## src/hdl/lcsr_pkg.sv

```systemverilog
// ----------------------------------------------------------------------------
// lcsr_pkg: shared constants and types of the combined LCG shuffle generator
// Holds the generator constants, the Schrage reciprocal constants and the
// command and status structs between the controller and the datapath.
// ----------------------------------------------------------------------------
`default_nettype none

package lcsr_pkg;

    // Word width of every generator state and result.
    localparam int DATA_W = 31;

    // Generator one: modulus, multiplier, Schrage quotient and remainder.
    localparam logic [31:0] M1 = 32'd2147483563;
    localparam logic [15:0] A1 = 16'd40014;
    localparam logic [15:0] Q1 = 16'd53668;
    localparam logic [15:0] R1 = 16'd12211;

    // Generator two.
    localparam logic [31:0] M2 = 32'd2147483399;
    localparam logic [15:0] A2 = 16'd40692;
    localparam logic [15:0] Q2 = 16'd52774;
    localparam logic [15:0] R2 = 16'd3791;

    // Wrap amount for the combined output.
    localparam logic [31:0] WRAP = M1 - 32'd1;

    // Reset value of generator two.
    localparam logic [DATA_W-1:0] SEED2_RESET = 31'd123456789;

    // The quotient x / Q is formed as (x * RECIP) >> SCH_SHIFT plus one correction.
    localparam int          SCH_SHIFT = 47;
    localparam logic [31:0] RECIP1    = 32'((64'd1 << SCH_SHIFT) / 64'(Q1));
    localparam logic [31:0] RECIP2    = 32'((64'd1 << SCH_SHIFT) / 64'(Q2));

    // Cycles one generator step spends in the Schrage unit.
    localparam int         PH_W     = 2;
    localparam logic [1:0] PH_LAST  = 2'd3;

    // Commands from the controller to the datapath.
    typedef struct packed {
        logic accept;   // a request is taken this cycle
        logic reseed;   // the request taken is a reseed
        logic sel_gen2; // Schrage unit works on generator two
        logic wr_g1;    // load generator one from the Schrage unit
        logic wr_g2;    // load generator two from the Schrage unit
        logic fill_wr;  // write generator one's new state into the table
        logic finish;   // combine, refill the slot and load the result
    } lcsr_cmd_t;

    // Status from the datapath to the controller.
    typedef struct packed {
        logic out_hold; // result register is full and not being taken
    } lcsr_sts_t;

endpackage

`default_nettype wire

```

## src/hdl/lcsr_if.sv

```systemverilog
// ----------------------------------------------------------------------------
// lcsr_if: request and result channels of the combined LCG shuffle generator
// Valid/ready channels; an item moves on a clock edge with both high.
// ----------------------------------------------------------------------------
`default_nettype none

interface lcsr_req_if
    import lcsr_pkg::*;
();
    logic              valid;
    logic              ready;
    logic              command;
    logic [DATA_W-1:0] seed_value;

    modport source (output valid, output command, output seed_value, input ready);
    modport sink   (input valid, input command, input seed_value, output ready);
endinterface

interface lcsr_rsp_if
    import lcsr_pkg::*;
();
    logic              valid;
    logic              ready;
    logic [DATA_W-1:0] random_value;

    modport source (output valid, output random_value, input ready);
    modport sink   (input valid, input random_value, output ready);
endinterface

`default_nettype wire

```

## src/hdl/lcsr_schrage.sv

```systemverilog
// ----------------------------------------------------------------------------
// lcsr_schrage: pipelined Schrage step for either generator
// Three register stages; the new state is formed combinationally from the
// products held in the third stage. The pipeline runs every cycle.
// ----------------------------------------------------------------------------
`default_nettype none

module lcsr_schrage
    import lcsr_pkg::*;
(
    input  logic              clk,
    input  logic [DATA_W-1:0] x,
    input  logic              gen2,
    output logic [DATA_W-1:0] y
);

    logic [62:0]       prod1_reg;
    logic [DATA_W-1:0] x1_reg;
    logic              sel1_reg;
    logic [15:0]       k2_reg;
    logic [16:0]       r2_reg;
    logic              sel2_reg;
    logic [31:0]       pa3_reg;
    logic [31:0]       pb3_reg;
    logic              sel3_reg;

    logic [15:0] kest;
    logic [15:0] q2;
    logic [31:0] kq;
    logic [31:0] r0;
    logic [15:0] q3;
    logic [15:0] k3;
    logic [15:0] r3;
    logic [31:0] diff;
    logic [31:0] wrapped;

    // Stage 1: multiply by the reciprocal of Q.
    always_ff @(posedge clk)
    begin
        prod1_reg <= {32'd0, x} * {31'd0, (gen2 ? RECIP2 : RECIP1)};
        x1_reg    <= x;
        sel1_reg  <= gen2;
    end

    // Stage 2: estimated quotient and its remainder, which lies below 2*Q.
    always_comb
    begin
        kest = prod1_reg[62:SCH_SHIFT];
        q2   = sel1_reg ? Q2 : Q1;
        kq   = kest * q2;
        r0   = {1'b0, x1_reg} - kq;
    end

    always_ff @(posedge clk)
    begin
        k2_reg   <= kest;
        r2_reg   <= r0[16:0];
        sel2_reg <= sel1_reg;
    end

    // Stage 3: one correction step, then the two Schrage products.
    always_comb
    begin
        q3 = sel2_reg ? Q2 : Q1;
        if (r2_reg >= {1'b0, q3})
        begin
            k3 = k2_reg + 16'd1;
            r3 = 16'(r2_reg - {1'b0, q3});
        end
        else
        begin
            k3 = k2_reg;
            r3 = r2_reg[15:0];
        end
    end

    always_ff @(posedge clk)
    begin
        pa3_reg  <= (sel2_reg ? A2 : A1) * r3;
        pb3_reg  <= k3 * (sel2_reg ? R2 : R1);
        sel3_reg <= sel2_reg;
    end

    // Output: difference of the products, lifted by the modulus when negative.
    always_comb
    begin
        diff    = pa3_reg - pb3_reg;
        wrapped = diff + (sel3_reg ? M2 : M1);
        y       = diff[31] ? wrapped[DATA_W-1:0] : diff[DATA_W-1:0];
    end

endmodule

`default_nettype wire

```

## src/hdl/lcsr_datapath.sv

```systemverilog
// ----------------------------------------------------------------------------
// lcsr_datapath: generator states, shuffle table and result register
// Holds both generator states, the last output, the start seed register,
// the shuffle table memory with its valid bits, the slot divider and the
// output register.
// ----------------------------------------------------------------------------
`default_nettype none

module lcsr_datapath
    import lcsr_pkg::*;
#(
    parameter int TABLE_DEPTH = 32,
    parameter int IW          = 5
)
(
    input  logic              clk,
    input  logic              rst_n,
    input  logic              cfg_we,
    input  logic [DATA_W-1:0] cfg_wdata,
    input  logic [DATA_W-1:0] seed_value,
    input  lcsr_cmd_t         cmd,
    input  logic [IW-1:0]     fill_idx,
    output lcsr_sts_t         sts,
    input  logic              rsp_ready,
    output logic              rsp_valid,
    output logic [DATA_W-1:0] rsp_data
);

    localparam int QW  = IW + 1;
    localparam int QW1 = QW + 1;
    localparam int PW  = DATA_W + QW;
    localparam logic [DATA_W-1:0] SLOT_DIV   =
        DATA_W'(32'd1 + WRAP / 32'(TABLE_DEPTH));
    localparam logic [QW-1:0]     SLOT_RECIP =
        QW'((64'd1 << DATA_W) / 64'(SLOT_DIV));
    localparam logic [QW1-1:0]    SLOT_MAX   = QW1'(TABLE_DEPTH - 1);

    logic [DATA_W-1:0] start_seed_reg, start_seed_next;
    logic [DATA_W-1:0] g1_reg, g1_next;
    logic [DATA_W-1:0] g2_reg, g2_next;
    logic [DATA_W-1:0] last_reg, last_next;
    logic              seeded_reg, seeded_next;
    logic              rsp_valid_reg, rsp_valid_next;
    logic [DATA_W-1:0] rsp_data_reg, rsp_data_next;
    logic [TABLE_DEPTH-1:0] vld_reg;
    logic [QW-1:0]     qest_reg;
    logic [DATA_W-1:0] lastq_reg;
    logic [IW-1:0]     slot_reg, slot_next;
    logic [DATA_W-1:0] rd_word_reg;
    logic              rd_vld_reg;

    logic [DATA_W-1:0] shuf_mem [TABLE_DEPTH];

    logic [DATA_W-1:0] y;
    logic [DATA_W-1:0] seed_in;
    logic [DATA_W-1:0] start_red;
    logic [DATA_W-1:0] start_val;
    logic [PW-1:0]     qprod;
    logic [PW-1:0]     qdiv;
    logic [PW-1:0]     qrem;
    logic [QW1-1:0]    qfix;
    logic [DATA_W-1:0] entry;
    logic [31:0]       comb_diff;
    logic [31:0]       comb_wrap;
    logic [DATA_W-1:0] comb_out;
    logic              wr_en;
    logic [IW-1:0]     wr_addr;
    logic [DATA_W-1:0] wr_data;

    // Shared Schrage unit; it steps whichever generator the controller picks.
    lcsr_schrage u_schrage (
        .clk  (clk),
        .x    (cmd.sel_gen2 ? g2_reg : g1_reg),
        .gen2 (cmd.sel_gen2),
        .y    (y)
    );

    // Seed conditioning: zero becomes one; the start seed is also reduced.
    always_comb
    begin
        seed_in   = (seed_value == '0) ? DATA_W'(1) : seed_value;
        start_red = (start_seed_reg >= M1[DATA_W-1:0]) ?
                    start_seed_reg - M1[DATA_W-1:0] : start_seed_reg;
        start_val = (start_red == '0) ? DATA_W'(1) : start_red;
    end

    // Slot divider, stage 1: quotient estimate by the reciprocal of the divisor.
    always_comb
    begin
        qprod = {{QW{1'b0}}, last_reg} * {{DATA_W{1'b0}}, SLOT_RECIP};
    end

    // Slot divider, stage 2: one correction step and a clamp to the table.
    always_comb
    begin
        qdiv = {{DATA_W{1'b0}}, qest_reg} * {{QW{1'b0}}, SLOT_DIV};
        qrem = {{QW{1'b0}}, lastq_reg} - qdiv;
        qfix = (qrem >= {{QW{1'b0}}, SLOT_DIV}) ? {1'b0, qest_reg} + QW1'(1)
                                                 : {1'b0, qest_reg};
        slot_next = (qfix > SLOT_MAX) ? SLOT_MAX[IW-1:0] : qfix[IW-1:0];
    end

    always_ff @(posedge clk)
    begin
        qest_reg  <= qprod[PW-1:DATA_W];
        lastq_reg <= last_reg;
        slot_reg  <= slot_next;
    end

    // Combine the table word with generator two and wrap into range.
    always_comb
    begin
        entry     = rd_vld_reg ? rd_word_reg : '0;
        comb_diff = {1'b0, entry} - {1'b0, g2_reg};
        comb_wrap = comb_diff + WRAP;
        comb_out  = ($signed(comb_diff) < 32'sd1) ? comb_wrap[DATA_W-1:0]
                                                  : comb_diff[DATA_W-1:0];
    end

    // Table write port: fill during reseed, slot refill at the end of a draw.
    always_comb
    begin
        wr_en   = cmd.fill_wr | cmd.finish;
        wr_addr = cmd.fill_wr ? fill_idx : slot_reg;
        wr_data = cmd.fill_wr ? y : g1_reg;
    end

    always_ff @(posedge clk)
    begin
        if (wr_en)
        begin
            shuf_mem[wr_addr] <= wr_data;
        end
        rd_word_reg <= shuf_mem[slot_reg];
        rd_vld_reg  <= vld_reg[slot_reg];
    end

    // Valid bits make the table read as zero until each word is written.
    always_ff @(posedge clk or negedge rst_n)
    begin
        if (!rst_n)
        begin
            vld_reg <= '0;
        end
        else if (wr_en)
        begin
            vld_reg[wr_addr] <= 1'b1;
        end
    end

    // Next values of the state registers.
    always_comb
    begin
        start_seed_next = cfg_we ? cfg_wdata : start_seed_reg;
        g1_next         = g1_reg;
        g2_next         = g2_reg;
        last_next       = last_reg;
        seeded_next     = seeded_reg;
        rsp_valid_next  = rsp_valid_reg & ~rsp_ready;
        rsp_data_next   = rsp_data_reg;

        if (cmd.accept && cmd.reseed)
        begin
            g1_next     = seed_in;
            g2_next     = seed_in;
            seeded_next = 1'b1;
        end
        else if (cmd.accept && !seeded_reg)
        begin
            g1_next     = start_val;
            seeded_next = 1'b1;
        end

        if (cmd.wr_g1)
        begin
            g1_next = y;
        end
        if (cmd.wr_g2)
        begin
            g2_next = y;
        end
        if (cmd.fill_wr && fill_idx == '0)
        begin
            last_next = y;
        end

        if (cmd.finish)
        begin
            last_next      = comb_out;
            rsp_valid_next = 1'b1;
            rsp_data_next  = comb_out;
        end
    end

    always_ff @(posedge clk or negedge rst_n)
    begin
        if (!rst_n)
        begin
            start_seed_reg <= DATA_W'(1);
            g1_reg         <= DATA_W'(1);
            g2_reg         <= SEED2_RESET;
            last_reg       <= '0;
            seeded_reg     <= 1'b0;
            rsp_valid_reg  <= 1'b0;
        end
        else
        begin
            start_seed_reg <= start_seed_next;
            g1_reg         <= g1_next;
            g2_reg         <= g2_next;
            last_reg       <= last_next;
            seeded_reg     <= seeded_next;
            rsp_valid_reg  <= rsp_valid_next;
        end
    end

    always_ff @(posedge clk)
    begin
        rsp_data_reg <= rsp_data_next;
    end

    assign sts.out_hold = rsp_valid_reg & ~rsp_ready;
    assign rsp_valid    = rsp_valid_reg;
    assign rsp_data     = rsp_data_reg;

endmodule

`default_nettype wire

```

## src/hdl/lcsr_ctrl.sv

```systemverilog
// ----------------------------------------------------------------------------
// lcsr_ctrl: sequencer of the combined LCG shuffle generator
// Steps the shared Schrage unit through the reseed fill and the two
// generator steps of a draw, then triggers the combine and slot refill.
// ----------------------------------------------------------------------------
`default_nettype none

module lcsr_ctrl
    import lcsr_pkg::*;
#(
    parameter int TABLE_DEPTH = 32,
    parameter int IW          = 5
)
(
    input  logic          clk,
    input  logic          rst_n,
    input  logic          req_valid,
    input  logic          req_command,
    output logic          req_ready,
    output lcsr_cmd_t     cmd,
    output logic [IW-1:0] fill_idx,
    input  lcsr_sts_t     sts
);

    localparam int CW = $clog2(TABLE_DEPTH + 8);
    localparam logic [CW-1:0] CNT_START = CW'(TABLE_DEPTH + 7);
    localparam logic [CW-1:0] CNT_FILL  = CW'(TABLE_DEPTH);

    typedef enum logic [4:0] {
        ST_IDLE   = 5'b00001,
        ST_FILL   = 5'b00010,
        ST_STEP1  = 5'b00100,
        ST_STEP2  = 5'b01000,
        ST_FINISH = 5'b10000
    } state_t;

    state_t          state_reg, state_next;
    logic [PH_W-1:0] phase_reg, phase_next;
    logic [CW-1:0]   cnt_reg, cnt_next;
    logic            accept;

    assign req_ready = (state_reg == ST_IDLE);
    assign accept    = req_valid & req_ready;
    assign fill_idx  = cnt_reg[IW-1:0];

    // State transitions and per-state commands.
    always_comb
    begin
        state_next   = state_reg;
        phase_next   = '0;
        cnt_next     = cnt_reg;
        cmd          = '0;
        cmd.accept   = accept;
        cmd.reseed   = req_command;

        unique case (state_reg)
            ST_IDLE:
            begin
                if (accept)
                begin
                    cnt_next   = CNT_START;
                    state_next = req_command ? ST_FILL : ST_STEP1;
                end
            end
            ST_FILL:
            begin
                phase_next = phase_reg + PH_W'(1);
                if (phase_reg == PH_LAST)
                begin
                    cmd.wr_g1   = 1'b1;
                    cmd.fill_wr = (cnt_reg < CNT_FILL);
                    if (cnt_reg == '0)
                    begin
                        state_next = ST_STEP1;
                    end
                    else
                    begin
                        cnt_next = cnt_reg - CW'(1);
                    end
                end
            end
            ST_STEP1:
            begin
                phase_next = phase_reg + PH_W'(1);
                if (phase_reg == PH_LAST)
                begin
                    cmd.wr_g1  = 1'b1;
                    state_next = ST_STEP2;
                end
            end
            ST_STEP2:
            begin
                cmd.sel_gen2 = 1'b1;
                phase_next   = phase_reg + PH_W'(1);
                if (phase_reg == PH_LAST)
                begin
                    cmd.wr_g2  = 1'b1;
                    state_next = ST_FINISH;
                end
            end
            ST_FINISH:
            begin
                if (!sts.out_hold)
                begin
                    cmd.finish = 1'b1;
                    state_next = ST_IDLE;
                end
            end
            default:
            begin
                state_next = ST_IDLE;
            end
        endcase
    end

    always_ff @(posedge clk or negedge rst_n)
    begin
        if (!rst_n)
        begin
            state_reg <= ST_IDLE;
            phase_reg <= '0;
            cnt_reg   <= '0;
        end
        else
        begin
            state_reg <= state_next;
            phase_reg <= phase_next;
            cnt_reg   <= cnt_next;
        end
    end

endmodule

`default_nettype wire

```

## src/hdl/combined_lcg_shuffle_rng_unit.sv

```systemverilog
// ----------------------------------------------------------------------------
// combined_lcg_shuffle_rng_unit: combined LCG generator with shuffle table
// Each request either draws one number (command 0) or reseeds from
// seed_value and then draws (command 1). Every request yields exactly one
// result on the rsp channel; random_value / 2147483563 is the fraction.
// Requests are taken on req when valid and ready are high; ready is high
// whenever the sequencer is idle, also while a result still waits in the
// output register. Each Schrage step runs through the shared multiplier
// pipeline; a draw steps generator one, then generator two, then combines
// and registers the result before the next request can be taken.
// A reseed first runs the warm-up steps and the table fill in that unit.
// If the receiver stalls, the finished result stays in the output register
// and the next request is still taken; its result waits in the sequencer
// until the register frees. cfg_we/cfg_wdata write start_seed, the
// generator one state used by the first draw when no reseed came first.
// Reset restores start_seed 1, generator two 123456789, last output 0 and
// a shuffle table that reads as all zero.
// ----------------------------------------------------------------------------
`default_nettype none

module combined_lcg_shuffle_rng_unit
    import lcsr_pkg::*;
#(
    parameter int TABLE_DEPTH = 32
)
(
    input  logic              clk,
    input  logic              rst_n,
    lcsr_req_if.sink          req,
    lcsr_rsp_if.source        rsp,
    input  logic              cfg_we,
    input  logic [DATA_W-1:0] cfg_wdata
);

    localparam int IW = (TABLE_DEPTH > 1) ? $clog2(TABLE_DEPTH) : 1;

    lcsr_cmd_t     cmd;
    lcsr_sts_t     sts;
    logic [IW-1:0] fill_idx;
    logic          req_ready;
    logic          rsp_valid;
    logic [DATA_W-1:0] rsp_data;

    // Sequencer.
    lcsr_ctrl #(
        .TABLE_DEPTH (TABLE_DEPTH),
        .IW          (IW)
    ) u_ctrl (
        .clk         (clk),
        .rst_n       (rst_n),
        .req_valid   (req.valid),
        .req_command (req.command),
        .req_ready   (req_ready),
        .cmd         (cmd),
        .fill_idx    (fill_idx),
        .sts         (sts)
    );

    // Generator states, shuffle table and result register.
    lcsr_datapath #(
        .TABLE_DEPTH (TABLE_DEPTH),
        .IW          (IW)
    ) u_datapath (
        .clk        (clk),
        .rst_n      (rst_n),
        .cfg_we     (cfg_we),
        .cfg_wdata  (cfg_wdata),
        .seed_value (req.seed_value),
        .cmd        (cmd),
        .fill_idx   (fill_idx),
        .sts        (sts),
        .rsp_ready  (rsp.ready),
        .rsp_valid  (rsp_valid),
        .rsp_data   (rsp_data)
    );

    assign req.ready        = req_ready;
    assign rsp.valid        = rsp_valid;
    assign rsp.random_value = rsp_data;

endmodule

`default_nettype wire
```

## src/flat_wrapper.sv

```systemverilog
// flat-port wrapper written by rule: the top's interface ports become plain ports
module combined_lcg_shuffle_rng_unit_flat import lcsr_pkg::*;
#(
    parameter int TABLE_DEPTH = 32
)
  (clk, rst_n, cfg_we, cfg_wdata, req_valid, req_command, req_seed_value, req_ready, rsp_valid, rsp_random_value, rsp_ready);
  lcsr_req_if req_i ();
  lcsr_rsp_if rsp_i ();
  input  logic clk;
  input  logic rst_n;
  input  logic cfg_we;
  input  logic [DATA_W-1:0] cfg_wdata;
  input wire logic [$bits(req_i.valid)-1:0] req_valid;
  input wire logic [$bits(req_i.command)-1:0] req_command;
  input wire logic [$bits(req_i.seed_value)-1:0] req_seed_value;
  output wire logic [$bits(req_i.ready)-1:0] req_ready;
  output wire logic [$bits(rsp_i.valid)-1:0] rsp_valid;
  output wire logic [$bits(rsp_i.random_value)-1:0] rsp_random_value;
  input wire logic [$bits(rsp_i.ready)-1:0] rsp_ready;
  assign req_i.valid = req_valid;
  assign req_i.command = req_command;
  assign req_i.seed_value = req_seed_value;
  assign req_ready = req_i.ready;
  assign rsp_valid = rsp_i.valid;
  assign rsp_random_value = rsp_i.random_value;
  assign rsp_i.ready = rsp_ready;
  combined_lcg_shuffle_rng_unit #(.TABLE_DEPTH(TABLE_DEPTH)) u_core (.clk(clk), .rst_n(rst_n), .req(req_i), .rsp(rsp_i), .cfg_we(cfg_we), .cfg_wdata(cfg_wdata));
endmodule
```

## config.mk

```make
export PLATFORM = sky130hd
export DESIGN_NAME = combined_lcg_shuffle_rng_unit_flat
export DESIGN_NICKNAME = d
export VERILOG_FILES = /design/src/hdl/lcsr_pkg.sv /design/src/hdl/lcsr_if.sv /design/src/hdl/lcsr_schrage.sv /design/src/hdl/lcsr_datapath.sv /design/src/hdl/lcsr_ctrl.sv /design/src/hdl/combined_lcg_shuffle_rng_unit.sv /design/src/flat_wrapper.sv
export SDC_FILE = /design/constraint.sdc
export NUM_CORES = 2
export LEC_CHECK = 0
export ABC_AREA = 1
export CORE_ASPECT_RATIO = 0.8
export CORE_MARGIN = 2
export CORE_UTILIZATION = 65
export CTS_BUF_LIST = sky130_fd_sc_hd__clkbuf_8
export DETAILED_ROUTE_END_ITERATION = 7
export DONT_BUFFER_PORTS = 1
export GPL_ROUTABILITY_DRIVEN = 1
export MAX_ROUTING_LAYER = met4
export PLACE_DENSITY = 0.8
export SYNTH_ARGS = -nofsm -noshare
export SYNTH_HDL_FRONTEND = slang
export SYNTH_SLANG_ARGS = --single-unit
```

## constraint.sdc

```tcl
create_clock -name clk -period 9.7 [get_ports clk]
set_input_delay 0 -clock clk [delete_from_list [all_inputs] [get_ports clk]]
set_output_delay 0 -clock clk [all_outputs]
set_load 0.05 [all_outputs]
```

==> results.yml <==
outcome:
  run_status: "finished, violations left"
  violations: "DRC"
yosys:
  synth.distinct_cells: 61
  ys_top_cells_by_count: "inv_1 (2062), nand2_1 (1454), nor2_1 (1081)"
  combined_area_of_all_synthesized_cells_um2: 102000
  largest_area_contributor_in_the_synthesized_netlist: "edfxtp_1"
  synth.top_cells.by_area: "edfxtp_1 (30%), fa_1 (18%), ha_1 (11%), inv_1 (7.6%), nand2_1 (5.3%)"
  ys_seq_area_share_pct: 38.1
  synth_most_common_cell: "inv_1"
  yosys_register_bits: 1394
  synthArstFlopShare_pct: 12.3
  synthesized_netlist_cell_count: 10664
  synthesis.yosys.warnings: 0
  synth_top_flop_cell: "edfxtp_1"
  syn_avg_cell_area_um2: 9.60
  synth.top_cell.area_share_pct: 30.0
  synth-edff-count: 1023
cts:
  cts_tree: "yes"
  cts-buffers-inserted: 209
  cts_resized: 0
  clk-insertion-delay-late_ns: 1.02
  worst_setup_hold_path_clk_slew_ns: 0.07
  cts.sinks: 1394
  cts_buffer_depth: 3
  clock-root-buffer: "clkbuf_8"
  cts.htree.levels: 4
finish:
  final_net_count: 12756
  max_reg_flops: 992
  flow.area_growth_from_synthesis_pct: 8.73
  share_of_layout_cells_above_drive_strength_1_pct: 5.59
setup_path:
  critical_path_fanouts_max: 13
  crit_path_end_kind: "flip-flop"
  crit_arrival_ns: 9.72
  worstPathBufferInverterCount: 8
  crit_slowest_cell: "nor2_1"
  timing.critical_path.max_delay_family: "adder cells"
  setup_crit_start_kind: "flip-flop"
  timing.critical_path.required_ns: 10.63
  most_used_cell_along_the_critical_path: "inv_1"
  worst-setup-path-type: "reg -> reg"
  timing.critical_path.slowest_cell_delay_ns: 0.67
place:
  post-dp-hpwl_um: 252000
  port_buffers: 0
  gpl.final_weighted_congestion: 1.05
  detailedPlace.worstSlack_ns: 0.959
floorplan:
  fp-row-count: 130
  core-area_um2: 157000
  ios: 101
  starting_density_pct: 65.3
  die-area_um2: 161000
  floorplan.die.width_um: 448
  chipHeight_um: 359
timing:
  slew-limit-headroom_pct: 6.64
  rsz_0062_raised_after_global_routing: "no"
  post-route-min-period_ns: 8.79
  timing_hold_violations_final: 0
  fin_tns_setup_ns: 0
  min_period_over_period_pct: 90.6
  setup_viol: 0
  tightest_slew_ns: 1.40
  achievable-frequency_mhz: 114
  skew_ns: 0.0895
  timing.final.ws_setup_ns: 0.908
  timing.final.max_slew_violations: 0
routing:
  routed_via_density: 6.21
  ant_nets: 0
  num_vias: 82014
  drt-initial-drc-count: 12450
  detail_route.drc_violations: 1
  drt-pass1-iter-count: 8
  drt-total-wl_um: 344000
  routedWlPerCell_um: 26.1
global_route:
  grt_util_all_layers_pct: 44.5
  via_count_of_the_first_global_routing_pass: 81166
  globalRouteOverflowTotal: 0
  grt_antenna_before_repair: 46
  grt_max_degree: 192
  grt_pass1_wl_um: 510000
run:
  maxCapViolations: 0
min_path:
  min_path_type: "in -> reg"
-- logic make-up after synthesis --
kind of cell / count (synthesis) / share of synthesized area [%]
other: 2 / 0.00733
buffers and inverters: 2387 / 8.79
XOR/XNOR: 218 / 1.86
AO/OA/AOI/OAI: 1652 / 9.43
flip-flops: 1394 / 38.1
AND/OR/NAND/NOR: 3194 / 12.9
adder cells (fa/ha/maj): 1814 / 28.9
multiplexers: 3 / 0.0330
-- placed cells by master, fill, tap and decap left out, types with 32 or more instances in the layout --
master	count
dfxtp_1	195
nor2_1	1047
edfxtp_1	1023
o221ai_1	206
nand2_1	1454
fa_1	920
nor2_4	36
buf_4	158
nand3_1	388
nor3_1	62
o21ai_0	813
clkbuf_8	225
ha_1	894
o211ai_1	44
xnor2_1	65
xor2_1	153
clkinv_1	44
inv_1	2117
a31oi_1	56
diode_2	40
o22ai_1	66
or2_2	32
dfrtp_1	152
a21oi_1	303
dlygate4sd3_1	143
nand4_1	96
-- metal layers --
layer	up-vias	track usage (%)	part of all wire, %
met2	6030	62.9	43
met3	1210	12.7	14
li1	35394	-	-
met4	0	19.1	5.4
met1	39380	60.2	38
met5	-	-	0
-- area by class of cell --
cell class / count / area [um^2]
flip-flops and latches: 1394 / 39000
repair buffers: 307 / 2750
well taps: 2112 / 2640
diodes: 40 / 100
clock buffers: 225 / 3100
multi-input cells: 6893 / 54800
inverters: 2069 / 7780
fillers: 11308 / 45400
clock inverters: 159 / 1120
-- path summary, 6_finish.rpt --
| kind | end | from | cells after the start | slack, ns |
|---|---|---|---|---|
| min in group asynchronous | u_core.u_datapath.g1_reg[0] | rst_n | 3 | 0.41 |
| min | u_core.u_datapath.g1_reg[25] | req_seed_value[25] | 4 | 0.05 |
| max in group asynchronous | u_core.u_datapath.vld_reg[12] | rst_n | 4 | 8.33 |
| max | u_core.u_datapath.u_schrage.prod1_reg[56] | u_core.u_ctrl.state_reg[0] | 29 | 0.91 |
| min reg2reg | u_core.u_datapath.lastq_reg[24] | u_core.u_datapath.last_reg[24] | 0 | 0.34 |
| max reg2reg | u_core.u_datapath.u_schrage.prod1_reg[56] | u_core.u_ctrl.state_reg[0] | 29 | 0.91 |
-- what timing repair did --
action / 4_1_cts / 5_1_grt
hold buffers: 146 / 0
endpoints found under the hold margin: 278 / 0
setup buffers: 0 / 0
-- worst reg2reg max path: cells and delay by family, from the launching register on --
kind            cells  cell delay [ns]
compound gates      3             1.02
xor+xnor            1             0.17
fa+ha+maj           9             4.01
buf+inv             8             0.98
flops               1             0.54
simple gates        8             2.04
-- stage by stage --
| stage | hold slack (ns) | util (%) | std cells | cell area [um^2] |
|---|---|---|---|---|
| floorplan | -0.296 | - | 10674 | 102000 |
| global placement | -0.274 | 67.3 | 12629 | 106000 |
| detailed placement | -0.254 | 67.3 | 12629 | 106000 |
| CTS | 0.00257 | 71.0 | 13159 | 111000 |
| global route | 0.0253 | 71.0 | 13191 | 111000 |
| finish | 0.0490 | 71.0 | 13199 | 111000 |
Power is left out: the tool's default activity adds up to more than one toggle a clock period on the data nets, which glitch-free logic cannot reach.
